<file path="config.mk">
export PLATFORM = sky130hd
export DESIGN_NAME = crc_framed_packet_decoder
export DESIGN_NICKNAME = d
export VERILOG_FILES = /design/src/sv/crcfd_pkg.sv /design/src/sv/crc_framed_packet_decoder.sv /design/src/sv/crcfd_parse.sv
export SDC_FILE = /design/constraint.sdc
export NUM_CORES = 1
export LEC_CHECK = 0
export ABC_AREA = 1
export BUFFER_PORTS_ARGS = -buffer_cell sky130_fd_sc_hd__buf_2
export CAP_MARGIN = 30
export CORE_MARGIN = 1.5
export CORE_UTILIZATION = 40
export CTS_CLUSTER_SIZE = 8
export DETAILED_ROUTE_END_ITERATION = 16
export PLACE_DENSITY = 0.67
export SLEW_MARGIN = 15
export SYNTH_ARGS = -nofsm -noshare
export SYNTH_HDL_FRONTEND = slang
export SYNTH_HIERARCHICAL = 1
export SYNTH_SLANG_ARGS = --single-unit
</file>
<file path="constraint.sdc">
create_clock -name clk -period 5.7 [get_ports clk]
set_input_delay 1.14 -clock clk [delete_from_list [all_inputs] [get_ports clk]]
set_output_delay 1.14 -clock clk [all_outputs]
set_load 0.02 [all_outputs]
</file>
<file path="src/sv/crcfd_pkg.sv">
// ============================================================================
// crcfd_pkg
// Shared types, constants and the CRC byte update of the packet deframer.
// ============================================================================
`default_nettype none

package crcfd_pkg;

	localparam int unsigned POS_W = 17;
	localparam logic [POS_W-1:0] POS_MAX = '1;

	localparam logic [15:0] CRC_INIT = 16'hFFFF;
	localparam logic [15:0] CRC_POLY = 16'h1021;
	localparam logic [7:0] MAGIC_A = 8'h4F;
	localparam logic [7:0] MAGIC_B = 8'h31;
	localparam logic [7:0] VERSION_ID = 8'h01;
	localparam logic [POS_W-1:0] HDR_SIZE = 17'd8;
	localparam logic [15:0] MAX_PAYLOAD_DEF = 16'd1024;

	typedef enum logic [1:0] {
		ST_OK = 2'd0,
		ST_HEADER = 2'd1,
		ST_LENGTH = 2'd2,
		ST_CRC = 2'd3
	} status_t;

	typedef struct packed {
		logic [7:0] rx_byte;
		logic is_last;
	} item_t;

	typedef struct packed {
		logic [15:0] payload_length;
		logic [15:0] sequence_res;
		logic [7:0] frame_type;
		status_t status;
		logic frame_end;
		logic [7:0] payload_byte;
		logic payload_valid;
	} result_t;

	// CRC-16/CCITT-FALSE: one byte, MSB first
	function automatic logic [15:0] crc_feed(input logic [15:0] crc, input logic [7:0] b);
		logic [15:0] c;
		c = crc ^ {b, 8'h00};
		for (int i = 0; i < 8; i++) begin
			if (c[15]) begin
				c = {c[14:0], 1'b0} ^ CRC_POLY;
			end else begin
				c = {c[14:0], 1'b0};
			end
		end
		return c;
	endfunction

endpackage

`default_nettype wire

</file>
<file path="src/sv/crc_framed_packet_decoder.sv">
// ============================================================================
// crc_framed_packet_decoder
// Streaming deframer for CRC-16/CCITT-FALSE protected packets.
// ============================================================================
// Usage:
//   Frame bytes enter on the s_ channel, one item per byte, with s_tlast on
//   the final byte of each frame. Every item gives exactly one result on the
//   m_ channel: the byte itself when it lies in the declared payload
//   (m_tuser bit 0 set), plus the header fields captured so far. On the
//   result with m_tlast set, m_tuser[2:1] carries the frame status: ok, bad
//   header or too short, bad length, or CRC mismatch. Drop any payload
//   already forwarded unless that status is ok.
//   Pipeline: two register stages (input register, then result register);
//   an item is taken into the input register and its result into the result register.
//   Throughput: one item per cycle while m_tready holds no result back; the
//   byte-wide CRC update and header state feeding the next byte are combinational.
//   Reset: all frame state returns to its idle values (CRC 0xFFFF, position
//   zero); both stages empty. Frame state also clears after every last byte.
//   Stall: while m_tready is low the result register holds; one further
//   item waits in the input register, then s_tready drops.
// ============================================================================
`default_nettype none

module crc_framed_packet_decoder #(
	parameter logic [15:0] MAX_PAYLOAD = crcfd_pkg::MAX_PAYLOAD_DEF
) (
	input wire logic clk,
	input wire logic arst_n,
	input wire logic s_tvalid,
	output logic s_tready,
	input wire logic [7:0] s_tdata, // rx_byte
	input wire logic s_tlast, // is_last
	output logic m_tvalid,
	input wire logic m_tready,
	output logic [47:0] m_tdata, // payload_byte, frame_type, sequence_res, payload_length
	output logic m_tlast, // frame_end
	output logic [2:0] m_tuser // payload_valid, status[1:0]
);
	import crcfd_pkg::*;

	item_t item_s1;
	logic valid_s1;
	logic advance;
	result_t res;
	result_t res_q;
	logic out_valid_q;

	// advance the input item when the result register is free or drains
	assign advance = valid_s1 && (!out_valid_q || m_tready);
	assign s_tready = !valid_s1 || advance;

	always_ff @(posedge clk or negedge arst_n) begin
		if (!arst_n) begin
			valid_s1 <= 1'b0;
		end else if (s_tready) begin
			valid_s1 <= s_tvalid;
		end
	end

	always_ff @(posedge clk) begin
		if (s_tvalid && s_tready) begin
			item_s1.rx_byte <= s_tdata;
			item_s1.is_last <= s_tlast;
		end
	end

	crcfd_parse #(
		.MAX_PAYLOAD(MAX_PAYLOAD)
	) u_parse (
		.clk(clk),
		.arst_n(arst_n),
		.advance(advance),
		.item(item_s1),
		.res(res)
	);

	// result register: hold while the receiver stalls
	always_ff @(posedge clk or negedge arst_n) begin
		if (!arst_n) begin
			out_valid_q <= 1'b0;
		end else if (!out_valid_q || m_tready) begin
			out_valid_q <= valid_s1;
		end
	end

	always_ff @(posedge clk) begin
		if (advance) begin
			res_q <= res;
		end
	end

	assign m_tvalid = out_valid_q;
	assign m_tdata = {res_q.payload_length, res_q.sequence_res, res_q.frame_type,
		res_q.payload_byte};
	assign m_tlast = res_q.frame_end;
	assign m_tuser = {res_q.status, res_q.payload_valid};

endmodule

`default_nettype wire

</file>
<file path="src/sv/crcfd_parse.sv">
// ============================================================================
// crcfd_parse
// Frame state and per-byte evaluation: header capture, CRC, status.
// ============================================================================
`default_nettype none

module crcfd_parse #(
	parameter logic [15:0] MAX_PAYLOAD = crcfd_pkg::MAX_PAYLOAD_DEF
) (
	input wire logic clk,
	input wire logic arst_n,
	input wire logic advance,
	input wire crcfd_pkg::item_t item,
	output crcfd_pkg::result_t res
);
	import crcfd_pkg::*;

	logic [POS_W-1:0] pos_q;
	logic [15:0] crc_q;
	logic [7:0] held0_q;
	logic [7:0] held1_q;
	logic hdr_bad_q;
	logic [7:0] type_q;
	logic [15:0] seq_q;
	logic [15:0] len_q;

	logic [15:0] crc_d;
	logic hdr_bad_d;
	logic [7:0] type_d;
	logic [15:0] seq_d;
	logic [15:0] len_d;
	logic pv;
	logic [POS_W-1:0] pay_off;
	logic [POS_W:0] end_pos;
	status_t st;

	always_comb begin
		hdr_bad_d = hdr_bad_q;
		type_d = type_q;
		seq_d = seq_q;
		len_d = len_q;
		unique case (pos_q)
			17'd0: hdr_bad_d = hdr_bad_q | (item.rx_byte != MAGIC_A);
			17'd1: hdr_bad_d = hdr_bad_q | (item.rx_byte != MAGIC_B);
			17'd2: hdr_bad_d = hdr_bad_q | (item.rx_byte != VERSION_ID);
			17'd3: type_d = item.rx_byte;
			17'd4: seq_d = {seq_q[15:8], item.rx_byte};
			17'd5: seq_d = {item.rx_byte, seq_q[7:0]};
			17'd6: len_d = {len_q[15:8], item.rx_byte};
			17'd7: len_d = {item.rx_byte, len_q[7:0]};
			default: begin
			end
		endcase
	end

	// the two newest bytes stay out of the CRC; at frame end they are the received CRC
	assign crc_d = (pos_q >= 17'd2) ? crc_feed(crc_q, held0_q) : crc_q;

	assign pay_off = pos_q - HDR_SIZE;
	assign pv = (pos_q >= HDR_SIZE) && (pay_off < {1'b0, len_d});
	assign end_pos = {2'b00, len_d} + 18'd9;

	always_comb begin
		priority if (pos_q < 17'd9 || hdr_bad_d) begin
			st = ST_HEADER;
		end else if (len_d > MAX_PAYLOAD || {1'b0, pos_q} != end_pos) begin
			st = ST_LENGTH;
		end else if (crc_d == {item.rx_byte, held1_q}) begin
			st = ST_OK;
		end else begin
			st = ST_CRC;
		end
	end

	always_comb begin
		res.payload_valid = pv;
		res.payload_byte = pv ? item.rx_byte : 8'h00;
		res.frame_end = item.is_last;
		res.status = item.is_last ? st : ST_OK;
		res.frame_type = type_d;
		res.sequence_res = seq_d;
		res.payload_length = len_d;
	end

	always_ff @(posedge clk or negedge arst_n) begin
		if (!arst_n) begin
			pos_q <= '0;
			crc_q <= CRC_INIT;
			held0_q <= '0;
			held1_q <= '0;
			hdr_bad_q <= 1'b0;
			type_q <= '0;
			seq_q <= '0;
			len_q <= '0;
		end else if (advance) begin
			if (item.is_last) begin
				pos_q <= '0;
				crc_q <= CRC_INIT;
				held0_q <= '0;
				held1_q <= '0;
				hdr_bad_q <= 1'b0;
				type_q <= '0;
				seq_q <= '0;
				len_q <= '0;
			end else begin
				if (pos_q != POS_MAX) begin
					pos_q <= pos_q + 17'd1;
				end
				crc_q <= crc_d;
				held0_q <= held1_q;
				held1_q <= item.rx_byte;
				hdr_bad_q <= hdr_bad_d;
				type_q <= type_d;
				seq_q <= seq_d;
				len_q <= len_d;
			end
		end
	end

endmodule

`default_nettype wire

</file>
* Word-level counts from Yosys, hierarchy flattened
Index checks and enable logic that the tools add are counted.
** Storage, ports and cells
- Register bits :: 153
- Input bits :: 13
- Output and inout bits :: 54
- Word-level logic and storage cells :: 92
** Operators by class
- Add/subtract/negate cells :: 3
- Magnitude comparators :: 5
- Equal/unequal tests :: 13
- Mux-type cells :: 25
- Bitwise logic cells :: 13
- Reductions and logical operators :: 13
** Operators with widths (count)
- $mux 13 :: 8
- $eq 17x3->1 const B :: 4
- $mux 16 :: 4
- $pmux 16 s2 :: 2
- $eq 17x2->1 const B :: 2
- $mux 17 :: 2
- $mux 8 :: 4
- $not 3->3 :: 8
- $ne 17x18->1 :: 1
- $add 16x4->17 const B :: 1
- $add 17x1->17 const B :: 1
- $eq 17x1->1 const B :: 1
- $ge 17x2->1 const B :: 1
- $ge 17x4->1 const B :: 1
- $logic_not 17->1 :: 1
- $lt 17x16->1 :: 1
- $lt 17x4->1 const B :: 1
- $ne 17x17->1 const B :: 1
- $sub 17x4->17 const B :: 1
- $eq 16x16->1 :: 1
- $gt 16x11->1 const B :: 1
- $xor 16x16->16 :: 1
- $ne 8x1->1 const B :: 1
- $ne 8x6->1 const B :: 1
- other kinds (12) :: 22

* Logic depth before layout (Yosys ltp)
Gate-level depths: netlist (run 1).
- Depth after elaboration :: 22
- Depth in mapped cells :: 24
- Mapped depth without buffers :: 24

* Cells and area by module
Netlist (run 1), hierarchy kept.
** By module, submodules not included
- crcfd_parse :: times used 1, cells each 964, area each 6731.5 µm², sequential area each 2272.2 µm²
- crc_framed_packet_decoder :: times used 1, cells each 73, area each 1926.8 µm², sequential area each 1881.8 µm²

* Worst setup path after synthesis (run 1)
OpenSTA, ideal clock, no wires.
- Kind :: input-to-reg
- Start :: input m_tready
- End :: register u_parse.pos_q[15]
- Setup time :: 0.127 ns
- Arrival time :: 5.775 ns
- Required time :: 5.573 ns
- Setup slack :: -0.202 ns
- Stages on the path :: 18
- Path buffers :: 1
- Cells stage by stage :: inv_2 -> a21oi_1 -> buf_4 -> inv_2 -> a21oi_1 -> nand2_1 -> inv_1 -> nand3_1 -> nor2_1 -> nand2_1 -> nor2_1 -> inv_1 -> nor2_1 -> inv_1 -> nor2_1 -> nand3_1 -> o21ai_1 -> a21oi_1
** On the way
- Cells in the longest elaborated chain, start to end :: 3
** RTL lines
- start, declared :: RTL line crc_framed_packet_decoder.sv:34 : input wire logic m_tready,
- $logic_or 1x1->1 :: RTL line crc_framed_packet_decoder.sv:49 : assign advance = valid_s1 && (!out_valid_q || m_tready);
- $logic_and 1x1->1 :: RTL line crc_framed_packet_decoder.sv:49
- via advance :: RTL line crc_framed_packet_decoder.sv:43 : logic advance;
- $reduce_and 2->1 (no source line)
- end signal, assigned :: RTL line crcfd_parse.sv:107 : pos_q <= pos_q + 17'd1;
- end, declared :: RTL line crcfd_parse.sv:18 : logic [POS_W-1:0] pos_q;
The timed path passes the listed nets, and every way through them passes these cells.
A chain may end at the register's enable or synchronous reset.

* Worst setup path after layout (run 1)
- Start :: register u_parse.pos_q[3]
- End :: register res_q (netlist bit m_tdata[1]), data pin
** On the way
- Cells in the longest elaborated chain, start to end :: 4
- Elaborated cells between the ends (all ways) :: 7
- Those cells by class :: add/sub: 1; order compare: 2; eq/ne: 2; mux: 1; reduce/logical: 1
** RTL lines
- branches (longest 3 deep; another with $sub 17x4->17)
- $logic_and 1x1->1 * :: RTL line crcfd_parse.sv:60 : assign pv = (pos_q >= HDR_SIZE) && (pay_off < {1'b0, len_d});
- end signal, assigned :: RTL line crc_framed_packet_decoder.sv:88 : res_q <= res;
- end, declared :: RTL line crc_framed_packet_decoder.sv:45 : result_t res_q;
Mark *: on every way between the ends.

==> out/metrics.csv, run 1 <==
metric;value;unit
Hold Vio Cnt, Final;0;
post-layout worst setup margin;2.02;ns
startpoint types;flop;
period utilisation layout;64.6;%
total power;3440;uW
# rows;53;
Setup violations, final;0;
Util after Layout;46.5;%
most common cell after layout, fill and taps aside;nand2_1;
Worst EP arrival;3.94;ns
WL/cell;16.9;um
hpwl dp;17.2;mm
Crit path required time;5.96;ns
WHS;0.486;ns
FF-to-FF path depth;16;
gpl congestion;0.988;
Iteration-0 DRC Markers;767;
gr usage total;21.9;%
hold depth;2;
commonest cells after routing, fill and taps aside;nand2_1, inv_1, nor2_1;
Area Overhead vs Synth;13.5;%
Worst Hold End;u_parse/type_q[2]$_DFFE_PN0P_;
Slew Viols, Final;0;
Worst setup EP type;flop;
die area;22500;um^2
HP Class;reg -> reg;
end of the worst register-to-register path;m_tdata[1]$_DFFE_PP_;
Setup TNS;0;ns
pin count of the biggest net entering global routing;71;
relative slew slack;37.5;%
Pre-Repair DR Iteration Count;5;
Longest Clk Path Bufs;2;
Async S/R FF share, synth;60.1;%
core area;21200;um^2
Avg Cell Area, Syn;8.35;um^2
Inserted Clock Buffers;17;
Worst-Margin Slew;0.929;ns
Seq/Total Area, Yosys;48.0;%
gr ovfl total;0;
Die Wd;150;um
status;complete, no violations;
first-pass GRT wire length;37.2;mm
drt drc;0;
CTS root buffer;clkbuf_16;
filler cell count;2031;
RSZ-0062 raised after global routing;no;
antenna cells;0;
Seq cells post-synth;153;
Cells after Synth;1037;
syn nets;1073;
CP dominant cell by count;nor2_1;
Reg2Reg Setup Slack;2.02;ns
synthesized area;8660;um^2
Post-CTS Hold Buffers;0;
Lkg Pwr;0.00466;uW
Yosys cell types;49;
via count;7408;
Max Cap Viol;0;
Worst Hold Launch;u_parse/type_q[2]$_DFFE_PN0P_;
worst r2r src;u_parse/pos_q[3]$_DFFE_PN0P_;
postcts setup bufs;0;
worst skew pair latency;0.43;ns
Max stage delay on crit path;0.48;ns
Peak VDD IR;185;uV
H-tree levels;4;
critical path cell sequence;inv_2 > ha_1 > inv_1 > nor2_1 > inv_1 > nor4_1 > nand3_1 > xor2_1 > ha_1 > inv_1 > nor2_1 > nand3_1 > nor2_1 > a2111oi_0 > nand3b_1 > nor2_1;
share of layout cells above drive strength 1;16.2;%
PD cells;349;nW/um^2
CP max-delay cell;dfrtp_1;
EDFF count, synth;61;
Tmin final;3.68;ns
fmax;272;MHz
# IOs;67;
worst-path fanout max;10;
Via density;5.32;
Sink Count;153;
TritonCTS clock tree;built;
antenna violations before repair;0;
IO buf count;66;
Total Wirelength;23.6;mm
worst setup path category;reg -> reg;
Antenna Violating Nets Remaining;0;
Yosys warnings;6;
Worst Skew;0.0131;ns
main flop type after synthesis;dfrtp_1;
dpl ws;2.07;ns
Initial Util;40.9;%
Die H;150;um
final net count;1141;
vias in the first global route;6910;
CTS clk-pin slew, worst paths;0.06;ns
CTS resizes;0;
where the power goes:
part / internal, uW / switching [uW]
sequential: 1320 / 84.2
clock: 628 / 460
combinational: 318 / 626
cells by family after synthesis:
family | Yosys count | synth area share, %
buffers and inverters | 152 | 7.18
adder cells (fa/ha/maj) | 23 | 3.32
flip-flops | 153 | 48.0
XOR/XNOR | 46 | 4.65
AND/OR/NAND/NOR | 507 | 26.0
AO/OA/AOI/OAI | 156 | 10.9
routing by layer:
metal	vias to the layer above	part of all wire, %	GRT usage [%]
met5	-	0	0
met4	0	3.0	10.1
met3	49	8.0	4.67
met2	323	45	33.6
met1	3504	44	29.5
li1	3532	-	-
worst max-delay path by stage:
| stage | end | cells after the start | from | slack (ns) |
|---|---|---|---|---|
| floorplan | u_parse/pos_q[15]$_DFFE_PN0P_ | 18 | m_tready | 0.91 |
| global placement | u_parse/pos_q[15]$_DFFE_PN0P_ | 18 | m_tready | 2.05 |
| detailed placement | u_parse/pos_q[15]$_DFFE_PN0P_ | 18 | m_tready | 2.07 |
| CTS | m_tdata[1]$_DFFE_PP_ | 16 | u_parse/pos_q[3]$_DFFE_PN0P_ | 2.06 |
| global route | m_tdata[1]$_DFFE_PP_ | 16 | u_parse/pos_q[3]$_DFFE_PN0P_ | 1.66 |
| finish | m_tdata[1]$_DFFE_PP_ | 16 | u_parse/pos_q[3]$_DFFE_PN0P_ | 2.02 |
cell type report:
cell class | instances | area [um^2] | share of cell area (%)
sequential | 153 | 4150 | 42.3
multi-input combinational | 732 | 3900 | 39.6
inverter | 128 | 490 | 4.99
clock buffer | 22 | 465 | 4.73
timing repair buffer | 73 | 385 | 3.92
tap | 275 | 344 | 3.50
clock inverter | 10 | 95.1 | 0.967
sequential cells by signal, indices dropped and copies added (netlist names):
signal             count
item_s1                9
m_tdata               48
m_tlast                1
m_tuser                3
m_tvalid               1
u_parse/crc_q         16
u_parse/hdr_bad_q      1
u_parse/held0_q        8
u_parse/held1_q        8
u_parse/len_q         16
u_parse/pos_q         17
u_parse/seq_q         16
u_parse/type_q         8
valid_s1               1
through the flow:
step | cells | area [um^2]
6_report | 1393 | 9830
5_1_grt | 1393 | 9830
3_5_place_dp | 1361 | 9270
4_1_cts | 1393 | 9830
2_1_floorplan | 1037 | 8660
3_3_place_gp | 1361 | 9270
cell usage after synthesis (4+ instances only):
cell type / n / area [um^2]
o22ai_1: 9 / 56.3
nand3_1: 47 / 235
nand2_2: 22 / 138
a22oi_1: 9 / 67.6
nor2_2: 9 / 56.3
nand4_1: 15 / 93.8
a21oi_1: 33 / 165
nand3_2: 4 / 40.0
xnor2_1: 12 / 105
o21ai_1: 6 / 30.0
o21ai_2: 4 / 35.0
clkbuf_1: 13 / 48.8
ha_1: 23 / 288
o21ai_0: 64 / 320
buf_4: 4 / 30.0
xor2_1: 34 / 298
a22o_1: 17 / 149
edfxtp_1: 61 / 1830
inv_2: 9 / 33.8
nand3b_1: 4 / 30.0
nor3_1: 16 / 80.1
nor2_1: 93 / 349
nand2_4: 5 / 56.3
inv_1: 116 / 435
dfrtp_1: 76 / 1900
dfstp_2: 16 / 420
nand2_1: 280 / 1050
critical path, delay by kind of cell (launching register included):
kind	cells	cell delay [ns]
AND/OR/NAND/NOR	8	1.51
adder cells (fa/ha/maj)	2	0.54
flip-flops	1	0.48
buffers and inverters	4	0.44
AO/OA/AOI/OAI	1	0.30
XOR/XNOR	1	0.21
No activity file was read; power rests on OpenSTA's default activity.
==> inputs of run 2 (changes only) <==
- clock period: 5.7 -> 3.6 ns (I/O delays scaled with it)
==> run 2 against run 1 <==
  * Fmax up 10%
  * Combinational power grew 61%
  * Cell count increased by 0.93%
  * Hold slack got worse by 0.13 ns
  * Power grew 61%
  * Sequential cell count did not move
  * Critical endpoint is now m_tdata[7]$_DFFE_PP_
  * Largest power group unchanged
==> out/metrics.csv, run 2 (synthesized netlist as in run 1, its figures left out) <==
metric;value;unit;change
Antenna Violating Nets Remaining;0;;unchanged
Lkg Pwr;0.00474;uW;+1.8%
Die Wd;150;um;unchanged
antenna violations before repair;0;;unchanged
max reg flops;48;;unchanged
HP Class;in -> async;;
Worst EP arrival;3.62;ns;-0.32 ns
most common cell after layout, fill and taps aside;nand2_1;;
CTS clk-pin slew, worst paths;0.07;ns;about the same
status;complete, no violations;;
fmax;299;MHz;+10%
RSZ-0062 raised after global routing;no;;
Max Cap Viol;0;;unchanged
Total Wirelength;24.2;mm;+2.7%
Die H;150;um;unchanged
antenna cells;0;;unchanged
WL/cell;17.2;um;+1.8%
worst skew pair latency;0.42;ns;about the same
die area;22500;um^2;unchanged
share of layout cells above drive strength 1;17.9;%;+1.7 points
# IOs;67;;unchanged
relative slew slack;38.4;%;+0.87 points
Longest Clk Path Bufs;2;;unchanged
via count;7416;;+0.11%
Worst-Margin Slew;0.924;ns;-0.00538 ns
Area Overhead vs Synth;15.3;%;
post-layout worst setup margin;0.255;ns;-1.77 ns
startpoint types;flop;;
gpl congestion;0.949;;-3.9%
Peak VDD IR;250;uV;+36%
worst-path fanout max;9;;-1
Reg2Reg Setup Slack;0.25;ns;-1.77 ns
final net count;1154;;+1.1%
Inserted Clock Buffers;17;;unchanged
pin count of the biggest net entering global routing;71;;unchanged
commonest cells after routing, fill and taps aside;nand2_1, inv_1, nor2_1;;
H-tree levels;4;;unchanged
dpl ws;0.0437;ns;-2.02 ns
core area;21200;um^2;unchanged
Setup TNS;0;ns;unchanged
first-pass GRT wire length;38.0;mm;+2.0%
Hold Vio Cnt, Final;0;;unchanged
Worst Skew;0.00810;ns;-0.00502 ns
Pre-Repair DR Iteration Count;5;;unchanged
Via density;5.27;;-0.82%
drt drc;0;;unchanged
Tmin final;3.35;ns;-0.334 ns
CTS root buffer;clkbuf_16;;
Setup violations, final;0;;unchanged
period utilisation layout;92.9;%;+28 points
Iteration-0 DRC Markers;643;;-16%
Initial Util;40.9;%;unchanged
IO buf count;66;;unchanged
Crit path required time;3.87;ns;-2.09 ns
# rows;53;;unchanged
gr ovfl total;0;;unchanged
TritonCTS clock tree;built;;
PD cells;552;nW/um^2;+58%
hpwl dp;17.7;mm;+3.0%
gr usage total;22.2;%;+0.31 points
Slew Viols, Final;0;;unchanged
Sink Count;153;;unchanged
Worst setup EP type;flop;;
worst setup path category;reg -> reg;;
vias in the first global route;6936;;+0.38%
-- run 2: stage by stage --
stage                     power, uW  hold WS (ns)  area, um^2  std cells  util [%]
after floorplan                3350         0.424        8670       1037         -
after global placement         3720         0.466        9380       1373      44.3
after detailed placement       3750         0.473        9380       1373      44.3
after CTS                      5540         0.385        9960       1406      47.1
after global routing           5830         0.413        9990       1406      47.2
final                          5510         0.356        9990       1406      47.2
-- run 2: final cells by class --
type / count / area (um^2)
Clock buffer: 18 / 439
Clock inverter: 14 / 136
Fill cell: 2023 / 11200
Inverter: 128 / 490
Multi-Input combinational cell: 732 / 3930
Sequential cell: 153 / 4150
Tap cell: 275 / 344
Timing Repair Buffer: 86 / 495
-- run 2: path summary, 6_finish.rpt --
path / start / to / depth (start not counted)
hold reg to reg: u_parse/type_q[6]$_DFFE_PN0P_ / u_parse/type_q[6]$_DFFE_PN0P_ / 2
setup reg to reg: u_parse/pos_q[7]$_DFFE_PN0P_ / m_tdata[7]$_DFFE_PP_ / 17
min in group clk: s_tdata[0] / item_s1[1]$_DFFE_PP_ / 1
max in group asynchronous: arst_n / u_parse/crc_q[0]$_DFFE_PN1P_ / 2
hold / removal: arst_n / valid_s1$_DFFE_PN0P_ / 1
setup / recovery: u_parse/pos_q[7]$_DFFE_PN0P_ / m_tdata[7]$_DFFE_PP_ / 17
-- run 2: what timing repair did --
item | CTS | global route
resized for setup | 0 | 6
endpoints found under the setup margin | 1 | 9
pin swaps | 1 | 0
buffers inserted | 1 | 0
hold buffers | 0 | 0
-- run 2: per-layer routing --
layer | wire, um | part of all wire (%) | up-vias | global-route usage, %
li1 | - | - | 3568 | -
met1 | 11400 | 47 | 3553 | 31.8
met2 | 11000 | 45 | 265 | 34.5
met3 | 1530 | 6.3 | 30 | 3.79
met4 | 306 | 1.3 | 0 | 6.32
met5 | 0 | 0 | - | 0
-- run 2: worst max-delay path, stage by stage (launching register included) --
cell and delay, ns:
dfrtp_1 0.45, nor2_2 0.17, nand2_1 0.24, nor2_4 0.26
nand2_4 0.12, clkinv_4 0.09, nand2_1 0.09, nand2_2 0.15
inv_1 0.13, ha_1 0.33, a21oi_1 0.14, nor2_1 0.06
a211oi_1 0.23, nor2_1 0.10, a2111oi_2 0.22, nand3b_1 0.12
buf_4 0.18, nor2_1 0.12
-- run 2: power by group --
part           total, uW  switching, uW  leakage [uW]  internal, uW
clock               1780            788      0.000287           988
sequential          2210            128       0.00181          2090
combinational       1520           1000       0.00264           519
total               5510           1920       0.00474          3590
